`src/rtl/tbc_pkg.sv`:
```
// Shared types and constants of the transmit backoff controller.
package tbc_pkg;

    localparam int MASK_W    = 16;
    localparam int DELAY_W   = 5;
    localparam int COUNT_W   = 32;
    localparam int BUF_W     = 4;
    localparam int APB_ADDR_W = 3;
    localparam int APB_DATA_W = 32;

    localparam logic [MASK_W-1:0]  MASK_ALL   = {MASK_W{1'b1}};
    localparam logic [DELAY_W-1:0] DELAY_BITS = 5'h1f;

    // Register select is the word bit of the byte address.
    localparam logic REG_LINK_RUNNING = 1'b0;
    localparam logic REG_TX_BUFFER    = 1'b1;

    typedef enum logic [1:0] {
        KIND_START     = 2'd0,
        KIND_TX_INT    = 2'd1,
        KIND_COLLISION = 2'd2
    } kind_t;

    typedef enum logic [2:0] {
        ACT_NONE    = 3'd0,
        ACT_STARTED = 3'd1,
        ACT_RETRY   = 3'd2,
        ACT_SENDERR = 3'd3,
        ACT_STRAY   = 3'd4,
        ACT_SENT    = 3'd5
    } action_t;

    typedef struct packed {
        logic             link_running;
        logic [BUF_W-1:0] transmit_buffer_index;
    } cfg_t;

    typedef struct packed {
        logic [1:0]         kind;
        logic               queue_nonempty;
        logic               done_status;
        logic [BUF_W-1:0]   status_buffer;
        logic [DELAY_W-1:0] random_bits;
    } event_t;

    typedef struct packed {
        logic [2:0]         action;
        logic               start_next;
        logic [DELAY_W-1:0] delay_slots;
        logic               busy_res;
        logic [COUNT_W-1:0] collisions_seen;
        logic [COUNT_W-1:0] packets_sent;
        logic [COUNT_W-1:0] send_errors;
    } result_t;

endpackage

```
`src/rtl/tbc_if.sv`:
```
// Valid/ready channel interfaces for events and results.
interface tbc_in_if;
    logic                        valid;
    logic                        ready;
    logic [1:0]                  kind;
    logic                        queue_nonempty;
    logic                        done_status;
    logic [tbc_pkg::BUF_W-1:0]   status_buffer;
    logic [tbc_pkg::DELAY_W-1:0] random_bits;

    modport source (output valid, kind, queue_nonempty, done_status, status_buffer,
                    random_bits, input ready);
    modport sink   (input valid, kind, queue_nonempty, done_status, status_buffer,
                    random_bits, output ready);
endinterface

interface tbc_out_if;
    logic                        valid;
    logic                        ready;
    logic [2:0]                  action;
    logic                        start_next;
    logic [tbc_pkg::DELAY_W-1:0] delay_slots;
    logic                        busy_res;
    logic [tbc_pkg::COUNT_W-1:0] collisions_seen;
    logic [tbc_pkg::COUNT_W-1:0] packets_sent;
    logic [tbc_pkg::COUNT_W-1:0] send_errors;

    modport source (output valid, action, start_next, delay_slots, busy_res,
                    collisions_seen, packets_sent, send_errors, input ready);
    modport sink   (input valid, action, start_next, delay_slots, busy_res,
                    collisions_seen, packets_sent, send_errors, output ready);
endinterface

```
`src/rtl/transmit_backoff_controller.sv`:
```
// Top level of the Ethernet transmit controller with exponential backoff.
//
//   Channel   Direction  Handshake              Content
//   in_ch     in         valid/ready            one event: kind, queue, status, timer bits
//   out_ch    out        valid/ready            one result item per event
//   APB       in/out     psel/penable, pready   link_running, transmit_buffer_index
//
// Every accepted event is decided in the cycle it is accepted: the backoff mask,
// active flag and counters update at that clock edge and the result item is
// written into a two-entry output buffer, so one event per clock is sustained
// while out_ch takes results. A result item appears on out_ch once the items
// before it are taken. in_ch.ready drops only when both buffer entries hold
// results not yet taken. Reset is asynchronous and active low; it clears the
// flag, counters and registers and sets the backoff mask to all ones.
module transmit_backoff_controller (
    input  logic                           clk,
    input  logic                           rst_n,
    tbc_in_if.sink                         in_ch,
    tbc_out_if.source                      out_ch,
    input  logic                           psel,
    input  logic                           penable,
    input  logic                           pwrite,
    input  logic [tbc_pkg::APB_ADDR_W-1:0] paddr,
    input  logic [tbc_pkg::APB_DATA_W-1:0] pwdata,
    output logic [tbc_pkg::APB_DATA_W-1:0] prdata,
    output logic                           pready
);
    import tbc_pkg::*;

    cfg_t    cfg;
    event_t  ev;
    result_t core_result;
    result_t head;
    logic    accept;
    logic    pop;
    logic    has_room;
    logic    not_empty;

    // Configuration registers live behind the APB port.
    tbc_cfg_regs u_cfg (
        .clk     (clk),
        .rst_n   (rst_n),
        .psel    (psel),
        .penable (penable),
        .pwrite  (pwrite),
        .paddr   (paddr),
        .pwdata  (pwdata),
        .prdata  (prdata),
        .pready  (pready),
        .cfg     (cfg)
    );

    // The event is taken whenever the output buffer can hold its result.
    assign in_ch.ready = has_room;
    assign accept      = in_ch.valid && has_room;

    assign ev.kind           = in_ch.kind;
    assign ev.queue_nonempty = in_ch.queue_nonempty;
    assign ev.done_status    = in_ch.done_status;
    assign ev.status_buffer  = in_ch.status_buffer;
    assign ev.random_bits    = in_ch.random_bits;

    tbc_core u_core (
        .clk    (clk),
        .rst_n  (rst_n),
        .accept (accept),
        .ev     (ev),
        .cfg    (cfg),
        .result (core_result)
    );

    // The buffer head drives the result channel directly.
    assign pop = out_ch.ready && not_empty;

    tbc_out_buf u_out_buf (
        .clk       (clk),
        .rst_n     (rst_n),
        .push      (accept),
        .push_data (core_result),
        .pop       (pop),
        .has_room  (has_room),
        .not_empty (not_empty),
        .head      (head)
    );

    assign out_ch.valid           = not_empty;
    assign out_ch.action          = head.action;
    assign out_ch.start_next      = head.start_next;
    assign out_ch.delay_slots     = head.delay_slots;
    assign out_ch.busy_res        = head.busy_res;
    assign out_ch.collisions_seen = head.collisions_seen;
    assign out_ch.packets_sent    = head.packets_sent;
    assign out_ch.send_errors     = head.send_errors;

    // Every accepted event leaves a result item waiting in the next cycle.
    a_result_follows: assert property (@(posedge clk) disable iff (!rst_n)
        accept |=> out_ch.valid)
        else $error("accepted event produced no result item");

    // A backoff delay is reported only with a retry action.
    a_delay_only_retry: assert property (@(posedge clk) disable iff (!rst_n)
        (out_ch.valid && (out_ch.delay_slots != '0)) |-> (out_ch.action == ACT_RETRY))
        else $error("nonzero delay without retry action");

    // A packet started by an event leaves the transmitter active.
    a_start_sets_busy: assert property (@(posedge clk) disable iff (!rst_n)
        (out_ch.valid && out_ch.start_next) |-> out_ch.busy_res)
        else $error("start reported while transmitter idle");

    // A retry keeps the transmitter active and starts nothing.
    a_retry_busy: assert property (@(posedge clk) disable iff (!rst_n)
        (out_ch.valid && (out_ch.action == ACT_RETRY)) |-> (out_ch.busy_res && !out_ch.start_next))
        else $error("retry result with inconsistent active flag");

endmodule

```
`src/rtl/tbc_cfg_regs.sv`:
```
// APB configuration registers of the transmit backoff controller.
module tbc_cfg_regs (
    input  logic                              clk,
    input  logic                              rst_n,
    input  logic                              psel,
    input  logic                              penable,
    input  logic                              pwrite,
    input  logic [tbc_pkg::APB_ADDR_W-1:0]    paddr,
    input  logic [tbc_pkg::APB_DATA_W-1:0]    pwdata,
    output logic [tbc_pkg::APB_DATA_W-1:0]    prdata,
    output logic                              pready,
    output tbc_pkg::cfg_t                     cfg
);
    import tbc_pkg::*;

    logic             link_running_reg;
    logic             link_running_next;
    logic [BUF_W-1:0] tx_buffer_reg;
    logic [BUF_W-1:0] tx_buffer_next;
    logic             wr_en;

    assign pready = 1'b1;
    assign wr_en  = psel && penable && pwrite;

    always_comb
    begin
        link_running_next = link_running_reg;
        tx_buffer_next    = tx_buffer_reg;
        if (wr_en)
        begin
            case (paddr[2])
                REG_LINK_RUNNING: link_running_next = pwdata[0];
                REG_TX_BUFFER:    tx_buffer_next    = pwdata[BUF_W-1:0];
                default:          link_running_next = link_running_reg;
            endcase
        end
    end

    always_ff @(posedge clk or negedge rst_n)
    begin
        if (!rst_n)
        begin
            link_running_reg <= 1'b0;
            tx_buffer_reg    <= '0;
        end
        else
        begin
            link_running_reg <= link_running_next;
            tx_buffer_reg    <= tx_buffer_next;
        end
    end

    always_comb
    begin
        case (paddr[2])
            REG_LINK_RUNNING: prdata = {{(APB_DATA_W-1){1'b0}}, link_running_reg};
            REG_TX_BUFFER:    prdata = {{(APB_DATA_W-BUF_W){1'b0}}, tx_buffer_reg};
            default:          prdata = '0;
        endcase
    end

    assign cfg.link_running          = link_running_reg;
    assign cfg.transmit_buffer_index = tx_buffer_reg;

endmodule

```
`src/rtl/tbc_core.sv`:
```
// Backoff state, counters and per-event decision logic.
module tbc_core (
    input  logic             clk,
    input  logic             rst_n,
    input  logic             accept,
    input  tbc_pkg::event_t  ev,
    input  tbc_pkg::cfg_t    cfg,
    output tbc_pkg::result_t result
);
    import tbc_pkg::*;

    logic               tx_active_reg;
    logic               tx_active_next;
    logic [MASK_W-1:0]  mask_reg;
    logic [MASK_W-1:0]  mask_next;
    logic [COUNT_W-1:0] coll_reg;
    logic [COUNT_W-1:0] coll_next;
    logic [COUNT_W-1:0] sent_reg;
    logic [COUNT_W-1:0] sent_next;
    logic [COUNT_W-1:0] err_reg;
    logic [COUNT_W-1:0] err_next;
    action_t            action;
    logic               started;
    logic [DELAY_W-1:0] delay;
    logic               can_start;

    // A queued packet starts only when the link runs.
    assign can_start = cfg.link_running && ev.queue_nonempty;

    always_comb
    begin
        tx_active_next = tx_active_reg;
        mask_next      = mask_reg;
        coll_next      = coll_reg;
        sent_next      = sent_reg;
        err_next       = err_reg;
        action         = ACT_NONE;
        started        = 1'b0;
        delay          = '0;
        case (kind_t'(ev.kind))
            KIND_START:
            begin
                if (!tx_active_reg && cfg.link_running)
                begin
                    tx_active_next = ev.queue_nonempty;
                    started        = ev.queue_nonempty;
                    if (ev.queue_nonempty)
                    begin
                        action = ACT_STARTED;
                    end
                end
            end
            KIND_TX_INT:
            begin
                if (tx_active_reg)
                begin
                    if (!ev.done_status ||
                        (ev.status_buffer != cfg.transmit_buffer_index))
                    begin
                        tx_active_next = 1'b0;
                        action         = ACT_STRAY;
                    end
                    else
                    begin
                        sent_next      = sent_reg + 1'b1;
                        mask_next      = MASK_ALL;
                        action         = ACT_SENT;
                        started        = can_start;
                        tx_active_next = can_start;
                    end
                end
            end
            KIND_COLLISION:
            begin
                coll_next = coll_reg + 1'b1;
                if (tx_active_reg)
                begin
                    if (mask_reg == '0)
                    begin
                        err_next       = err_reg + 1'b1;
                        mask_next      = MASK_ALL;
                        action         = ACT_SENDERR;
                        started        = can_start;
                        tx_active_next = can_start;
                    end
                    else
                    begin
                        mask_next = {mask_reg[MASK_W-2:0], 1'b0};
                        delay     = ev.random_bits & DELAY_BITS & ~mask_next[DELAY_W-1:0];
                        action    = ACT_RETRY;
                    end
                end
            end
            default:
            begin
                action = ACT_NONE;
            end
        endcase
    end

    always_ff @(posedge clk or negedge rst_n)
    begin
        if (!rst_n)
        begin
            tx_active_reg <= 1'b0;
            mask_reg      <= MASK_ALL;
            coll_reg      <= '0;
            sent_reg      <= '0;
            err_reg       <= '0;
        end
        else if (accept)
        begin
            tx_active_reg <= tx_active_next;
            mask_reg      <= mask_next;
            coll_reg      <= coll_next;
            sent_reg      <= sent_next;
            err_reg       <= err_next;
        end
    end

    assign result.action          = action;
    assign result.start_next      = started;
    assign result.delay_slots     = delay;
    assign result.busy_res        = tx_active_next;
    assign result.collisions_seen = coll_next;
    assign result.packets_sent    = sent_next;
    assign result.send_errors     = err_next;

endmodule

```
`src/rtl/tbc_out_buf.sv`:
```
// Two-entry result buffer that decouples the event and result channels.
module tbc_out_buf (
    input  logic             clk,
    input  logic             rst_n,
    input  logic             push,
    input  tbc_pkg::result_t push_data,
    input  logic             pop,
    output logic             has_room,
    output logic             not_empty,
    output tbc_pkg::result_t head
);
    import tbc_pkg::*;

    result_t    entry_reg [2];
    logic       wr_ptr_reg;
    logic       wr_ptr_next;
    logic       rd_ptr_reg;
    logic       rd_ptr_next;
    logic [1:0] count_reg;
    logic [1:0] count_next;

    assign has_room  = (count_reg != 2'd2);
    assign not_empty = (count_reg != 2'd0);
    assign head      = entry_reg[rd_ptr_reg];

    always_comb
    begin
        wr_ptr_next = push ? ~wr_ptr_reg : wr_ptr_reg;
        rd_ptr_next = pop ? ~rd_ptr_reg : rd_ptr_reg;
        count_next  = count_reg + {1'b0, push} - {1'b0, pop};
    end

    always_ff @(posedge clk or negedge rst_n)
    begin
        if (!rst_n)
        begin
            wr_ptr_reg <= 1'b0;
            rd_ptr_reg <= 1'b0;
            count_reg  <= 2'd0;
        end
        else
        begin
            wr_ptr_reg <= wr_ptr_next;
            rd_ptr_reg <= rd_ptr_next;
            count_reg  <= count_next;
        end
    end

    always_ff @(posedge clk)
    begin
        if (push)
        begin
            entry_reg[wr_ptr_reg] <= push_data;
        end
    end

endmodule

```
`src/flat_wrapper.sv`:
```
// flat-port wrapper written by rule: the top's interface ports become plain ports
module transmit_backoff_controller_flat import tbc_pkg::*;
  (clk, rst_n, psel, penable, pwrite, paddr, pwdata, prdata, pready, in_ch_valid, in_ch_kind, in_ch_queue_nonempty, in_ch_done_status, in_ch_status_buffer, in_ch_random_bits, in_ch_ready, out_ch_valid, out_ch_action, out_ch_start_next, out_ch_delay_slots, out_ch_busy_res, out_ch_collisions_seen, out_ch_packets_sent, out_ch_send_errors, out_ch_ready);
  tbc_in_if in_ch_i ();
  tbc_out_if out_ch_i ();
  input  logic clk;
  input  logic rst_n;
  input  logic psel;
  input  logic penable;
  input  logic pwrite;
  input  logic [tbc_pkg::APB_ADDR_W-1:0] paddr;
  input  logic [tbc_pkg::APB_DATA_W-1:0] pwdata;
  output logic [tbc_pkg::APB_DATA_W-1:0] prdata;
  output logic pready;
  input wire logic [$bits(in_ch_i.valid)-1:0] in_ch_valid;
  input wire logic [$bits(in_ch_i.kind)-1:0] in_ch_kind;
  input wire logic [$bits(in_ch_i.queue_nonempty)-1:0] in_ch_queue_nonempty;
  input wire logic [$bits(in_ch_i.done_status)-1:0] in_ch_done_status;
  input wire logic [$bits(in_ch_i.status_buffer)-1:0] in_ch_status_buffer;
  input wire logic [$bits(in_ch_i.random_bits)-1:0] in_ch_random_bits;
  output wire logic [$bits(in_ch_i.ready)-1:0] in_ch_ready;
  output wire logic [$bits(out_ch_i.valid)-1:0] out_ch_valid;
  output wire logic [$bits(out_ch_i.action)-1:0] out_ch_action;
  output wire logic [$bits(out_ch_i.start_next)-1:0] out_ch_start_next;
  output wire logic [$bits(out_ch_i.delay_slots)-1:0] out_ch_delay_slots;
  output wire logic [$bits(out_ch_i.busy_res)-1:0] out_ch_busy_res;
  output wire logic [$bits(out_ch_i.collisions_seen)-1:0] out_ch_collisions_seen;
  output wire logic [$bits(out_ch_i.packets_sent)-1:0] out_ch_packets_sent;
  output wire logic [$bits(out_ch_i.send_errors)-1:0] out_ch_send_errors;
  input wire logic [$bits(out_ch_i.ready)-1:0] out_ch_ready;
  assign in_ch_i.valid = in_ch_valid;
  assign in_ch_i.kind = in_ch_kind;
  assign in_ch_i.queue_nonempty = in_ch_queue_nonempty;
  assign in_ch_i.done_status = in_ch_done_status;
  assign in_ch_i.status_buffer = in_ch_status_buffer;
  assign in_ch_i.random_bits = in_ch_random_bits;
  assign in_ch_ready = in_ch_i.ready;
  assign out_ch_valid = out_ch_i.valid;
  assign out_ch_action = out_ch_i.action;
  assign out_ch_start_next = out_ch_i.start_next;
  assign out_ch_delay_slots = out_ch_i.delay_slots;
  assign out_ch_busy_res = out_ch_i.busy_res;
  assign out_ch_collisions_seen = out_ch_i.collisions_seen;
  assign out_ch_packets_sent = out_ch_i.packets_sent;
  assign out_ch_send_errors = out_ch_i.send_errors;
  assign out_ch_i.ready = out_ch_ready;
  transmit_backoff_controller u_core (.clk(clk), .rst_n(rst_n), .in_ch(in_ch_i), .out_ch(out_ch_i), .psel(psel), .penable(penable), .pwrite(pwrite), .paddr(paddr), .pwdata(pwdata), .prdata(prdata), .pready(pready));
endmodule
```
`config.mk`:
```
export PLATFORM = sky130hd
export DESIGN_NAME = transmit_backoff_controller_flat
export DESIGN_NICKNAME = d
export VERILOG_FILES = /design/src/rtl/tbc_pkg.sv /design/src/rtl/tbc_if.sv /design/src/rtl/transmit_backoff_controller.sv /design/src/rtl/tbc_cfg_regs.sv /design/src/rtl/tbc_core.sv /design/src/rtl/tbc_out_buf.sv /design/src/flat_wrapper.sv
export SDC_FILE = /design/constraint.sdc
export NUM_CORES = 1
export LEC_CHECK = 0
export CELL_PAD_IN_SITES_DETAIL_PLACEMENT = 2
export CELL_PAD_IN_SITES_GLOBAL_PLACEMENT = 2
export CORE_MARGIN = 5
export CORE_UTILIZATION = 40
export DETAILED_ROUTE_END_ITERATION = 8
export DONT_BUFFER_PORTS = 1
export GPL_TIMING_DRIVEN = 0
export PLACE_DENSITY_LB_ADDON = 0.1
export REMOVE_ABC_BUFFERS = 1
export SYNTH_ARGS = -nofsm -noshare
export SYNTH_HDL_FRONTEND = slang
export SYNTH_SLANG_ARGS = --single-unit
```
`constraint.sdc`:
```
create_clock -name clk -period 6.66 [get_ports clk]
set_clock_uncertainty 0.2 [all_clocks]
set_input_delay 0.333 -clock clk [delete_from_list [all_inputs] [get_ports clk]]
set_output_delay 0.333 -clock clk [all_outputs]
set_load 0.01 [all_outputs]
```
==> impl_summary.md, run 1 <==
Clocking
The clock tree from TritonCTS is yes. The H-tree was split into 2 levels. The quantity of gates resized following cts is 0. The clock latency of the later-clocked register in the worst-skew pair is 0.54 ns. The number of buffers on the longest clock path is 3. The CTS buffer count is 38. After clock tree synthesis, the clock-pin slew on the worst setup and hold paths is roughly 0.060 ns. CTS saw around 330 sinks. The clock root buffer master is sky130_fd_sc_hd__clkbuf_16.

Finish
The total inserted antenna cells is 0. The area growth from synthesis to final layout is 13.5%. The final layout contains about 1200 nets. The fraction of final layout cells with drive strength greater than 1 is ~21%. The flip-flop count of the largest register, all copies and words added is roughly 210. The fill cell instance count of the final layout is 3661. The finished layout holds approximately 1700 standard cells, fillers aside.

Synthesis
For this run, the number of Yosys warnings is 0. Sorting the synthesized cells by how often they occur yields sky130_fd_sc_hd__edfxtp_1 (212), sky130_fd_sc_hd__xnor2_1 (131), sky130_fd_sc_hd__mux2_2 (128), sky130_fd_sc_hd__dfrtp_1 (106), sky130_fd_sc_hd__nand2_1 (90). Yosys instantiated no cell more often than sky130_fd_sc_hd__edfxtp_1. Counting flops and latches in the post-synthesis netlist gives roughly 330.

The cell taking the most area after synthesis is sky130_fd_sc_hd__edfxtp_1. The adder-cell share of the synthesized area is less than 1%. After synthesis, the largest family of logic cells by area is simple AND/OR/NAND/NOR gates. The synthesized netlist devotes 11.1% of its cell area to XOR and XNOR gates.

The share of synthesized area in the top cell type comes to about two fifths. In the synthesized netlist the dominant register cell turns out to be sky130_fd_sc_hd__edfxtp_1. The synthesized netlist devotes 14.0% of its cell area to simple gates.

The multiplexer share of the synthesized area is 9.44%. Counting flops with a built-in enable in the synthesized netlist gives approximately 210. In this run the cell area of the synthesized design comes to about 15000 um2. The netlist uses 57 different library cells.

The proportion of synthesized flip-flops having asynchronous set or reset is ~37%. After synthesis, flip-flops and latches occupy between 60% and 70% of the total area. The synthesized netlist devotes 0.570% of its cell area to compound gates. The gate count after technology mapping is roughly 1100. By area the synthesized netlist is led by sky130_fd_sc_hd__edfxtp_1 (41%), sky130_fd_sc_hd__dfrtp_1 (17%), sky130_fd_sc_hd__mux2_2 (9.4%), sky130_fd_sc_hd__xnor2_1 (7.5%), sky130_fd_sc_hd__xor2_1 (3.6%). A synthesized cell averages about 14 um2.

Power and ir drop
The power after layout is ~6.5 mW. Across the VDD grid, the largest voltage drop is 0.000203 V. The static leakage power is ~6.6 nW. The switching power is 1.85 mW.

Of the total power, the share spent switching nets is 28.5%. Per report_power, the combinational group accounts for between 20% and 30% of the total. The internal power of the cells totals about 4.6 mW.

The clock network burns about a third of the power. The part of the total power dissipated in sequential elements is about 45%. The power per cell area is ~370 nW/um2.

Run
Across the run, the number of max-cap violations was 0.

Setup path
The highest fanout seen on the critical path is 26. On the critical path, the stage with the largest delay is an instance of sky130_fd_sc_hd__clkinv_1. The endpoint required time on the critical path is roughly 7 ns. The worst setup path is launched from a register.

The worst setup path is captured at a register. The signal on the critical path passes through nand2b_1 -> nand2_1 -> buf_8 -> clkinv_1 -> o2111ai_1 -> dlygate4sd3_1 -> o211a_1 -> dlygate4sd3_1. The type of the setup path with the least slack is register to register. The family with the most delay on the worst path is buffers and inverters. The delay of the slowest cell on the worst path is 0.92 ns. The count of buffer and inverter cells on the critical path is 4. Among the stages of the critical path, the cell type that occurs most often is sky130_fd_sc_hd__dlygate4sd3_1. Data on the critical path arrives at its endpoint at about 4.7 ns.

STA
The max-slew headroom at the worst pin is about a fifth. The minimum clock period is 4.43 ns. The final worst setup slack is between 2 and 2.5 ns. Setup repair after global routing left no endpoint under its margin. Static timing analysis puts the maximum clock frequency at ~230 MHz. The final hold violation count was 0. Hold is met by about 0.026 ns. The final-report max-slew violation count is 0. Setup violations remaining at the end of the flow were counted as 0. The summed negative setup slack over all endpoints is 0 ns. The measured slew at the worst slew-check pin is about 1.2 ns.

The part of the cycle the worst path needs is roughly two thirds.

Route
The mean routed wirelength per cell is between 20 and 25 um. The final layout contains routed wiring with a total length of about 36000 um. The post-detailed-route DRC marker count is 0. The first-iteration detailed-routing DRC count is between 400 and 500. The number of optimization iterations in the first detailed-route pass is 4. Dividing the detail-routed via count by the number of cells gives about 5.2.

The via count is between 8000 and 9000. The antenna violation net count after detailed routing is 0.

Floorplan
The I/O pin total is around 200. For this configuration, the core starts out at a cell density of roughly two fifths. The total die area is 42500 um2. The total core area is roughly 38000 um2. The number of placement rows is 71. The die extent in y is around 200 um. From left edge to right edge, the die measures 206 um.

Global route
Summed over all layers, the global routing overflow is 0. Global routing used between 10% and 20% of the available tracks. The number of antenna violations at the first check in global routing is 0. The via count of the first global-routing pass is between 9000 and 10000. The pin count of the biggest net entering global routing is 123. The first-pass GRT wire length is about 57000 um.

Place
The final weighted congestion in routability-driven placement is 0.736. The quantity of I/O buffers inserted on ports is 0. The number of instances in the placed design is ~1600. The post-placement worst setup slack is between 1.5 and 2 ns. The post-detailed-placement half-perimeter wirelength is 23300 um.

Worst hold path
The min-delay analysis places its worst path in the category primary input to register.

Status
The run finished with clean final reports.
power groups by stage:
stage / sequential [mW] / clock, mW / combinational, mW
floorplan: 2.95 / 0 / 0.946
global placement: 3.08 / 0 / 1.25
finish: 2.90 / 2.25 / 1.35
global route: 2.94 / 2.42 / 1.47
CTS: 2.91 / 2.32 / 1.40
detailed placement: 2.94 / 0 / 1.36
metal layers:
| metal | GRT usage [%] | wire, um |
|---|---|---|
| met1 | 21.9 | 15500 |
| met2 | 28.8 | 17700 |
| met3 | 4.53 | 1800 |
| met4 | 4.09 | 638 |
| met5 | 0 | 0 |
what timing repair did:
action                     4_1_cts  5_1_grt
hold endpoints to repair       165        0
setup buffers                    0        0
setup endpoints to repair        0        0
hold buffers                    23        0
placed cells by master (no fill, tap or decap), drive strengths merged, types with 5 or more instances in the layout:
cell / count
nand2: 90
dlygate4sd3: 22
nor3: 28
clkbuf: 56
and4: 19
and3: 28
buf: 8
nor4: 18
ha: 5
bufinv: 6
nand4: 37
xnor2: 131
edfxtp: 212
mux2: 128
nand3: 69
dfstp: 16
nor3b: 6
inv: 9
conb: 29
nor2: 44
and2: 9
clkinv: 7
nand2b: 17
dfrtp: 106
xor2: 63
kinds of logic (layout without fill, tap and decap cells):
group | count (synthesis) | after routing
simple gates | 373 | 373
compound gates | 12 | 12
fa+ha+maj | 5 | 5
other cells | 2 | 29
buf+inv | 82 | 110
xor+xnor | 194 | 194
mux | 129 | 129
flops | 334 | 334
worst paths after layout:
| check | from | to | slack (ns) | cells after the start |
|---|---|---|---|---|
| min | in_ch_done_status | u_core.u_core.sent_reg[22] | 0.03 | 4 |
| min reg2reg | u_core.u_core.err_reg[31] | u_core.u_core.err_reg[31] | 0.29 | 1 |
| max in group asynchronous | rst_n | u_core.u_out_buf.rd_ptr_reg | 5.41 | 2 |
| max | u_core.u_out_buf.count_reg[0] | u_core.u_core.tx_active_reg | 2.23 | 8 |
| min in group asynchronous | rst_n | u_core.u_core.sent_reg[29] | 0.18 | 2 |
| max reg2reg | u_core.u_out_buf.count_reg[0] | u_core.u_core.tx_active_reg | 2.23 | 8 |
worst min-delay path, stage by stage:
cell                      delay [ns]
sky130_fd_sc_hd__nand4_2        0.14
sky130_fd_sc_hd__nor4_4         0.11
sky130_fd_sc_hd__nand2_1        0.09
sky130_fd_sc_hd__xnor2_1        0.06
area by class of cell:
class                   instances  area [um2]  area share [%]
well taps                     511         639            3.66
repair buffers                 30         398            2.28
flip-flops and latches        334        9440            54.1
clock buffers                  56        1130            6.49
inverters                      10        37.5           0.215
multi-input cells             742        5580            32.0
clock inverters                14         228            1.30
through the flow:
step / instance area (um2) / utilization (%)
after floorplan: 15000 / -
after global placement: 15700 / 41.4
after detailed placement: 15800 / 41.8
after CTS: 17400 / 46.1
after global routing: 17500 / 46.1
final: 17500 / 46.1
Note: power is estimated with default switching activity, not from simulation.
==> run 2: changes to the inputs <==
Clock period 6.66 ns to 4 ns, I/O delays scaled along.
==> impl_summary.md, run 2 (same netlist as run 1, synthesis figures left out) <==
Status
The run finished with clean final reports.

Setup path
STA classifies the critical path endpoint as a register. The family with the most delay on the worst path is simple AND/OR/NAND/NOR gates. The setup path with the least slack is of type primary input to register. The count of buffer and inverter cells on the critical path is 1. Traced cell by cell, the critical path runs through dlygate4sd3_1 -> nor2b_1 -> nand3_1 -> nor2_1 -> and3_1 -> xor2_1. The kind of start point of the critical path is a primary input. Of all nets on the critical path, the largest fanout is 10.

The slowest stage of the critical path is the sky130_fd_sc_hd__nor2b_1 cell. The endpoint required time on the critical path is 4.16 ns. The signal arrival time at the worst endpoint is ~3.2 ns. For this run, the slowest stage of the critical path takes just over 0.8 ns.

Run
The number of max-cap violations is 0.

Place
The HPWL after detailed placement is 23300 um. The quantity of I/O buffers inserted on ports is 0. Prior to clock tree synthesis, the placed netlist has a worst setup slack of -0.946 ns.

At the end of routability-driven placement, the weighted congestion stood at 0.736. Once placement finished, the instance area stood at 15800 um2.

Clocking
TritonCTS built the clock tree. The total number of clock tree sinks is 334. No sink is reached through more buffers than the 3 on the longest clock path. Counting the buffers created by CTS gives 38.

The deepest level of the CTS H-tree is 2. After clock tree synthesis, the clock-pin slew on the worst setup and hold paths is ~0.06 ns. For the worst-skew pair, the clock arrives at the later sink with an insertion delay of about 0.54 ns.

The clock root buffer master is sky130_fd_sc_hd__clkbuf_16.

STA
The highest clock frequency the design can meet is 328 MHz. Setup violations remaining at the end of the flow were counted as 0. Across all setup checks in the final design, the least slack found is around 0.95 ns. The max-slew headroom at the worst pin is between 30 and 40%.

Setup repair after global routing left no endpoint under its margin. The minimum clock period is between 3 and 4 ns. The final-report max-slew violation count is 0.

The measured slew at the worst slew-check pin is 0.987 ns. In the finished design, the share of the clock period the worst path needs comes to between 70% and 80%. The summed negative setup slack over all endpoints is 0 ns. The final hold violation count is 0.

Finish
Leaving out fill and tap cells, the most frequent cells in the layout are sky130_fd_sc_hd__edfxtp_1 (212), sky130_fd_sc_hd__xnor2_1 (131), sky130_fd_sc_hd__mux2_2 (128), sky130_fd_sc_hd__dfrtp_1 (105), sky130_fd_sc_hd__nand2_1 (89). The most frequent standard cell in the layout excluding fill and tap cells is sky130_fd_sc_hd__edfxtp_1. The net count of the finished layout is 1219. The area growth from synthesis to final layout is 13.6%.

The fill cell instance count of the final layout is about 3700. The finished cells cover approximately 17000 um2. The total inserted antenna cells is 0. The register with the most flip-flops in the layout has 212 of them.

In the final layout, the share of cells above drive strength 1 is 20.9%. Measured on the finished design, the core utilization comes to about 46%.

Global route
The pin count of the biggest net entering global routing is roughly 120. The total congestion overflow after global routing is 0. The overall global routing resource usage is between 15 and 20%. The via count of the first global-routing pass came to about 9800.

The number of antenna violations at the first check in global routing is 0. The first global-routing pass estimated roughly 57000 um of wire.

Floorplan
In this run the count of I/O pins placed on the die edge is about 200. Once the floorplan was initialized, standard cells occupied between 40% and 50% of the core. The floorplan step set the die height to ~210 um. The total core area is between 30000 and 40000 um2.

The die covers 42500 um2. The x dimension of the die is 206 um. The initialized floorplan defines 71 standard-cell rows.

Route
The detail route stage leaves a number of antenna-violating nets equal to 0. In this run, the number of DRC markers left after iteration 0 of detailed routing was ~370. The total wire length after detailed routing is between 30000 and 40000 um. The via count is just under 9000. The post-detailed-route DRC marker count is 0. For this run, the detailed router's first-pass iteration total came to 4. In the final routed layout, each cell accounts on average for between 20 and 25 um.

Dividing the detail-routed via count by the number of cells gives around 5.2.

Power and ir drop
Dividing total power by cell area gives a power density of 619 nW/um2. The static leakage power is around 6.6 nW. IR analysis of the VDD net gives a maximum drop of between 0.0003 and 0.0004 V. The power after layout is roughly 11 mW.

Worst hold path
The kind of path behind the tightest hold check is primary input to register.
==> run 2: worst min-delay path, stage by stage <==
cell and delay [ns]:
sky130_fd_sc_hd__xnor2_1 0.08, sky130_fd_sc_hd__nand4_2 0.20, sky130_fd_sc_hd__nor4_4 0.11, sky130_fd_sc_hd__nand2_1 0.09, sky130_fd_sc_hd__xnor2_1 0.06
==> run 2: final cells by class <==
class	instances	area, um2	share of cell area, %
timing repair inverter	1	3.75	0.0215
tap	511	639	3.66
multi-input combinational	742	5580	31.9
timing repair buffer	32	405	2.32
sequential	334	9440	54.1
clock inverter	14	228	1.30
inverter	10	37.5	0.215
clock buffer	56	1130	6.48
==> run 2: stage by stage <==
stage	std cells	hold slack, ns
after floorplan	1086	-0.296
after global placement	1597	-0.289
after detailed placement	1603	-0.289
after CTS	1700	0.00674
after global routing	1700	0.0335
final	1700	0.0310
==> run 2: what timing repair did <==
item                                    CTS  global route
resized for setup                         0             0
hold buffers                             23             0
endpoints found under the setup margin   53             0
buffers inserted                          3             0
endpoints found under the hold margin   233             0
==> run 2: path summary, 6_finish.rpt <==
path                                                from                                end  slack (ns)  depth (start not counted)
max                                        in_ch_kind[1]  u_core.u_out_buf.entry_reg[0][84]        0.95                          6
min                               in_ch_status_buffer[2]         u_core.u_core.sent_reg[22]        0.03                          5
max reg2reg                u_core.u_out_buf.count_reg[0]         u_core.u_core.coll_reg[14]        0.98                          5
min reg2reg                    u_core.u_core.err_reg[31]          u_core.u_core.err_reg[31]        0.29                          1
max in group asynchronous                          rst_n        u_core.u_out_buf.rd_ptr_reg        2.88                          2
min in group asynchronous                          rst_n         u_core.u_core.sent_reg[29]        0.05                          2
==> run 2: where the power goes <==
| group | switching [mW] | total (mW) | internal [mW] | leakage [nW] |
|---|---|---|---|---|
| combinational | 1.36 | 2.25 | 0.900 | 2.35 |
| sequential | 0.352 | 4.82 | 4.47 | 3.63 |
| clock | 1.39 | 3.74 | 2.35 | 0.659 |
| total | 3.09 | 10.8 | 7.73 | 6.64 |
==> run 2: routing by layer <==
layer	GRT usage (%)	vias to the layer above	routed length, um	share of wire, %
met3	4.28	52	1600	4.5
met4	4.09	0	639	1.8
met2	29.0	145	17800	50
met5	0	-	0	0
met1	22.3	4536	15800	44
li1	-	4067	-	-
==> run 3: changes to the inputs <==
Settings changed: ABC_AREA set to 1, CORE_UTILIZATION 40 to 35.
Clock period 4 ns to 2.6 ns, I/O delays scaled along.
==> impl_summary.md, run 3 <==
Floorplan
The die is about 220 um wide. The initial utilization of the core area, before any placement, comes to 35.4%. between 150 and 200 I/O pins were placed. The core region is roughly 45000 um2.

From bottom edge to top edge, the die measures 224 um. The floorplan has a little under 80 rows. The total die area is between 50000 and 60000 um2.

Synthesis
The area share of the largest cell type after synthesis is 39.6%. Of all cell types, the one taking the most synthesized area is sky130_fd_sc_hd__edfxtp_1. The post-synth design cell area is approximately 16000 um2. For this run, the leading register cell type out of synthesis is sky130_fd_sc_hd__edfxtp_1. By count the netlist is led by sky130_fd_sc_hd__nand2_1 (776), sky130_fd_sc_hd__edfxtp_1 (212), sky130_fd_sc_hd__inv_1 (165), sky130_fd_sc_hd__nand3_1 (122), sky130_fd_sc_hd__nor2_1 (107). The average cell area after synthesis is between 8 and 9 um2. The number of distinct library cell variants in the gate-level netlist after synthesis is 40. The count of synthesis-stage warnings from yosys is 0.

The cell count after synthesis came out at 1834. In this run, synthesis inferred about 210 flip-flops with an integrated enable. The sequential-to-total area share from yosys stat is between 50 and 60%. For this run, asynchronously set or reset flops after synthesis account for approximately 37%. sky130_fd_sc_hd__nand2_1 is the most common cell in the netlist. After synthesis the netlist holds a flip-flop and latch count of around 330. By area the synthesized netlist is led by sky130_fd_sc_hd__edfxtp_1 (40%), sky130_fd_sc_hd__nand2_1 (18%), sky130_fd_sc_hd__dfrtp_1 (16%), sky130_fd_sc_hd__inv_1 (3.8%), sky130_fd_sc_hd__nand3_1 (3.8%).

Route
The first detailed-routing pass took 5 iterations. For this block, the initial DRC count from the detailed router was 452. Using the TritonRoute via totals, the vias-per-cell ratio works out to around 5.0. In the final routed layout, each cell accounts on average for 19.7 um. Once detail routing completed, the nets flagged for antenna violations numbered 0. Summed over all layers, the routed wires come to between 40000 and 50000 um. The via count is roughly 12000. The post-detailed-route DRC marker count is 0.

Run
The number of max-cap violations is 0.

Finish
Summing all multi-input logic gate instances after layout gives roughly 5800 um2. The area growth from synthesis to final layout is 15.6%. In the layout the commonest cells are sky130_fd_sc_hd__nand2_1 (772), sky130_fd_sc_hd__edfxtp_1 (212), sky130_fd_sc_hd__inv_1 (164), sky130_fd_sc_hd__nand3_1 (121), sky130_fd_sc_hd__dfrtp_1 (105).

The finished cells cover around 19000 um2. The most frequent standard cell in the layout excluding fill and tap cells is sky130_fd_sc_hd__nand2_1. The repair_antennas step left the layout with diodes totalling 0. The sequential cells in the finished layout cover a total of 9440 um2. The register with the most flip-flops in the layout has between 200 and 250 of them. The finished layout holds between 2000 and 3000 standard cells, fillers aside.

The fraction of final layout cells with drive strength greater than 1 is 7.79%. The layout has a little over 5000 filler cells. Once layout is complete, the utilization of the core stands at 40.9%.

For this run, the post-layout net count is 1931.

Clocking
The clock root buffer master is sky130_fd_sc_hd__clkbuf_16. Clock tree synthesis found a total of 334 sinks. The clock input transition at the sequential cells of the worst setup and hold paths is about 0.06 ns. The number of buffers on the longest clock path is 3. The CTS buffer count is 40. The total of hold buffers inserted after clock tree synthesis is 24. The clock latency of the later-clocked register in the worst-skew pair is between 0.5 and 0.6 ns. The deepest level of the CTS H-tree is 2.

The clock tree from TritonCTS is yes.

STA
The worst path in the final design needs a cycle of between 2 and 3 ns, including I/O delays and setup. The total of endpoints with negative setup slack in the final report is 0. The highest clock frequency the design can meet is between 300 and 400 MHz. The final-report max-slew violation count is 0.

Setup repair after global routing could not meet its margin everywhere. Final hold analysis gives a worst-case slack of -0.913 ns. Headroom to the max-slew limit came out at about half. In the post-route analysis, the smallest setup slack over all paths is 0.0978 ns. The summed negative setup slack over all endpoints is 0 ns. The final hold violation count is around 120. The measured slew at the worst slew-check pin is between 0.7 and 0.8 ns. The part of the cycle the worst path needs is between 90 and 100%.

Worst hold path
The worst hold path belongs to the class primary input to asynchronous set/reset pin.

Power and ir drop
Net switching is about 36% of the power. The maximum vdd ir drop is 0.000628 V. The static leakage power is 8.18 nW.

Total power for the finished layout comes to roughly 19 mW. The clock network power share is 30.2%. The cell internal power dissipation is between 10 and 15 mW. The switching power is approximately 7 mW. Of the total power, combinational logic draws 28.0%. The power per cell area is just over 1000 nW/um2. Per report_power, the sequential group accounts for a little over two fifths of the total.

Place
The post-detailed-placement half-perimeter wirelength is between 30000 and 40000 um. The final weighted congestion in routability-driven placement is 0.802. The quantity of I/O buffers inserted on ports is 0. In this run the cell area measured after placement is roughly 17000 um2.

The post-placement worst setup slack is -0.560 ns. Once placement completed, the tool counted placed cells totaling ~2400.

Status
The final reports fail on hold timing. The run finished, with violations left.

Global route
The pin count of the biggest net entering global routing is ~120. For this run, the total global-route usage over all layers was measured as a little under a fifth. After global routing the overflow that remains totals 0. The via count of the first global-routing pass came to 13800. The first global-routing pass estimated roughly 77000 um of wire. The number of antenna violations at the first check in global routing was 0.

Setup path
The highest fanout seen on the critical path is 19. STA classifies the critical path endpoint as a register. The signal arrival time at the worst endpoint is ~2.6 ns.

The worst setup path is launched from a register. The capturing point of the worst reg2reg path is u_core.u_out_buf.entry_reg[1][45]. The launching point of the worst reg2reg path is u_core.u_core.tx_active_reg.

STA puts the critical path data required time at between 2 and 3 ns. The type of the setup path with the least slack is register to register. Measured in cells, the most critical reg-to-reg path has a length of 6.

Across all register-to-register paths, the minimum setup slack is between 0.09 and 0.1 ns.
[run 3: cell count changes in the layout (fill, tap and decap cells not counted), moves of 60 or more]
cell | before | now
sky130_fd_sc_hd__inv_1 | 8 | 164
sky130_fd_sc_hd__mux2_2 | 128 | 1
sky130_fd_sc_hd__nand2_1 | 89 | 772
sky130_fd_sc_hd__nor2_1 | 42 | 102
sky130_fd_sc_hd__o21ai_0 | 1 | 75
sky130_fd_sc_hd__xnor2_1 | 131 | 6
[run 3: critical path, cell delays in order, from the launching register on]
cell and delay, ns:
sky130_fd_sc_hd__dfrtp_1 0.57, sky130_fd_sc_hd__nand2_2 0.18, sky130_fd_sc_hd__inv_2 0.12, sky130_fd_sc_hd__nand4_4 0.40, sky130_fd_sc_hd__nor2_1 0.39, sky130_fd_sc_hd__nand3_1 0.17
sky130_fd_sc_hd__and2_1 0.21
[run 3: cell type report]
| class | count | share of cell area [%] |
|---|---|---|
| multi-input combinational | 1277 | 31.0 |
| timing repair buffer | 47 | 3.39 |
| clock inverter | 23 | 1.35 |
| clock buffer | 49 | 5.79 |
| tap | 600 | 4.04 |
| timing repair inverter | 1 | 0.0471 |
| inverter | 170 | 3.59 |
| sequential | 334 | 50.8 |
[run 3: power groups by stage]
stage	Clock, mW	Sequential [mW]	Combinational [mW]
after floorplan	0	8.07	2.90
after detailed placement	0	8.12	4.68
after global placement	0	8.19	3.67
after global routing	6.13	8.03	5.92
final	5.69	7.90	5.28
after CTS	5.88	7.91	5.41
[run 3: cell families after synthesis]
logic type                 share of synthesized area, %
and+or+nand+nor                                    29.5
DFF                                                58.7
buffers and inverters                              6.87
AOI/OAI and AO/OA                                  2.70
xor gates and xnor gates                           1.79
adders and majority gates                         0.389
other                                            0.0467
muxes                                            0.0700
[run 3: how the worst max path moves through the flow]
stage,from,to,slack [ns],cells past startpoint
floorplan,u_core.u_out_buf.count_reg[1],u_core.u_out_buf.entry_reg[1][0],-4.49,3
global placement,u_core.u_out_buf.count_reg[0],u_core.u_out_buf.entry_reg[1][91],-10.05,4
detailed placement,u_core.u_out_buf.count_reg[0],u_core.u_out_buf.entry_reg[1][3],-0.56,7
CTS,u_core.u_core.tx_active_reg,u_core.u_core.mask_reg[4],-0.06,6
global route,u_core.u_cfg.tx_buffer_reg[1],u_core.u_out_buf.entry_reg[1][45],-0.02,8
finish,u_core.u_core.tx_active_reg,u_core.u_out_buf.entry_reg[1][45],0.1,6
[run 3: per-layer routing]
layer	vias to the layer above	routed length (um)	GRT usage, %
li1	5917	-	-
met1	6308	21100	23.7
met2	151	25100	34.3
met3	63	2110	3.94
met4	0	1090	4.93
met5	-	0	0
[run 3: timing repair]
action | 4_1_cts | 5_1_grt
buffers inserted | 7 | 4
endpoints found under the setup margin | 386 | 104
cloned | 5 | 3
pin swaps | 2 | 4
hold endpoints to repair | 230 | 122
resized for setup | 12 | 10
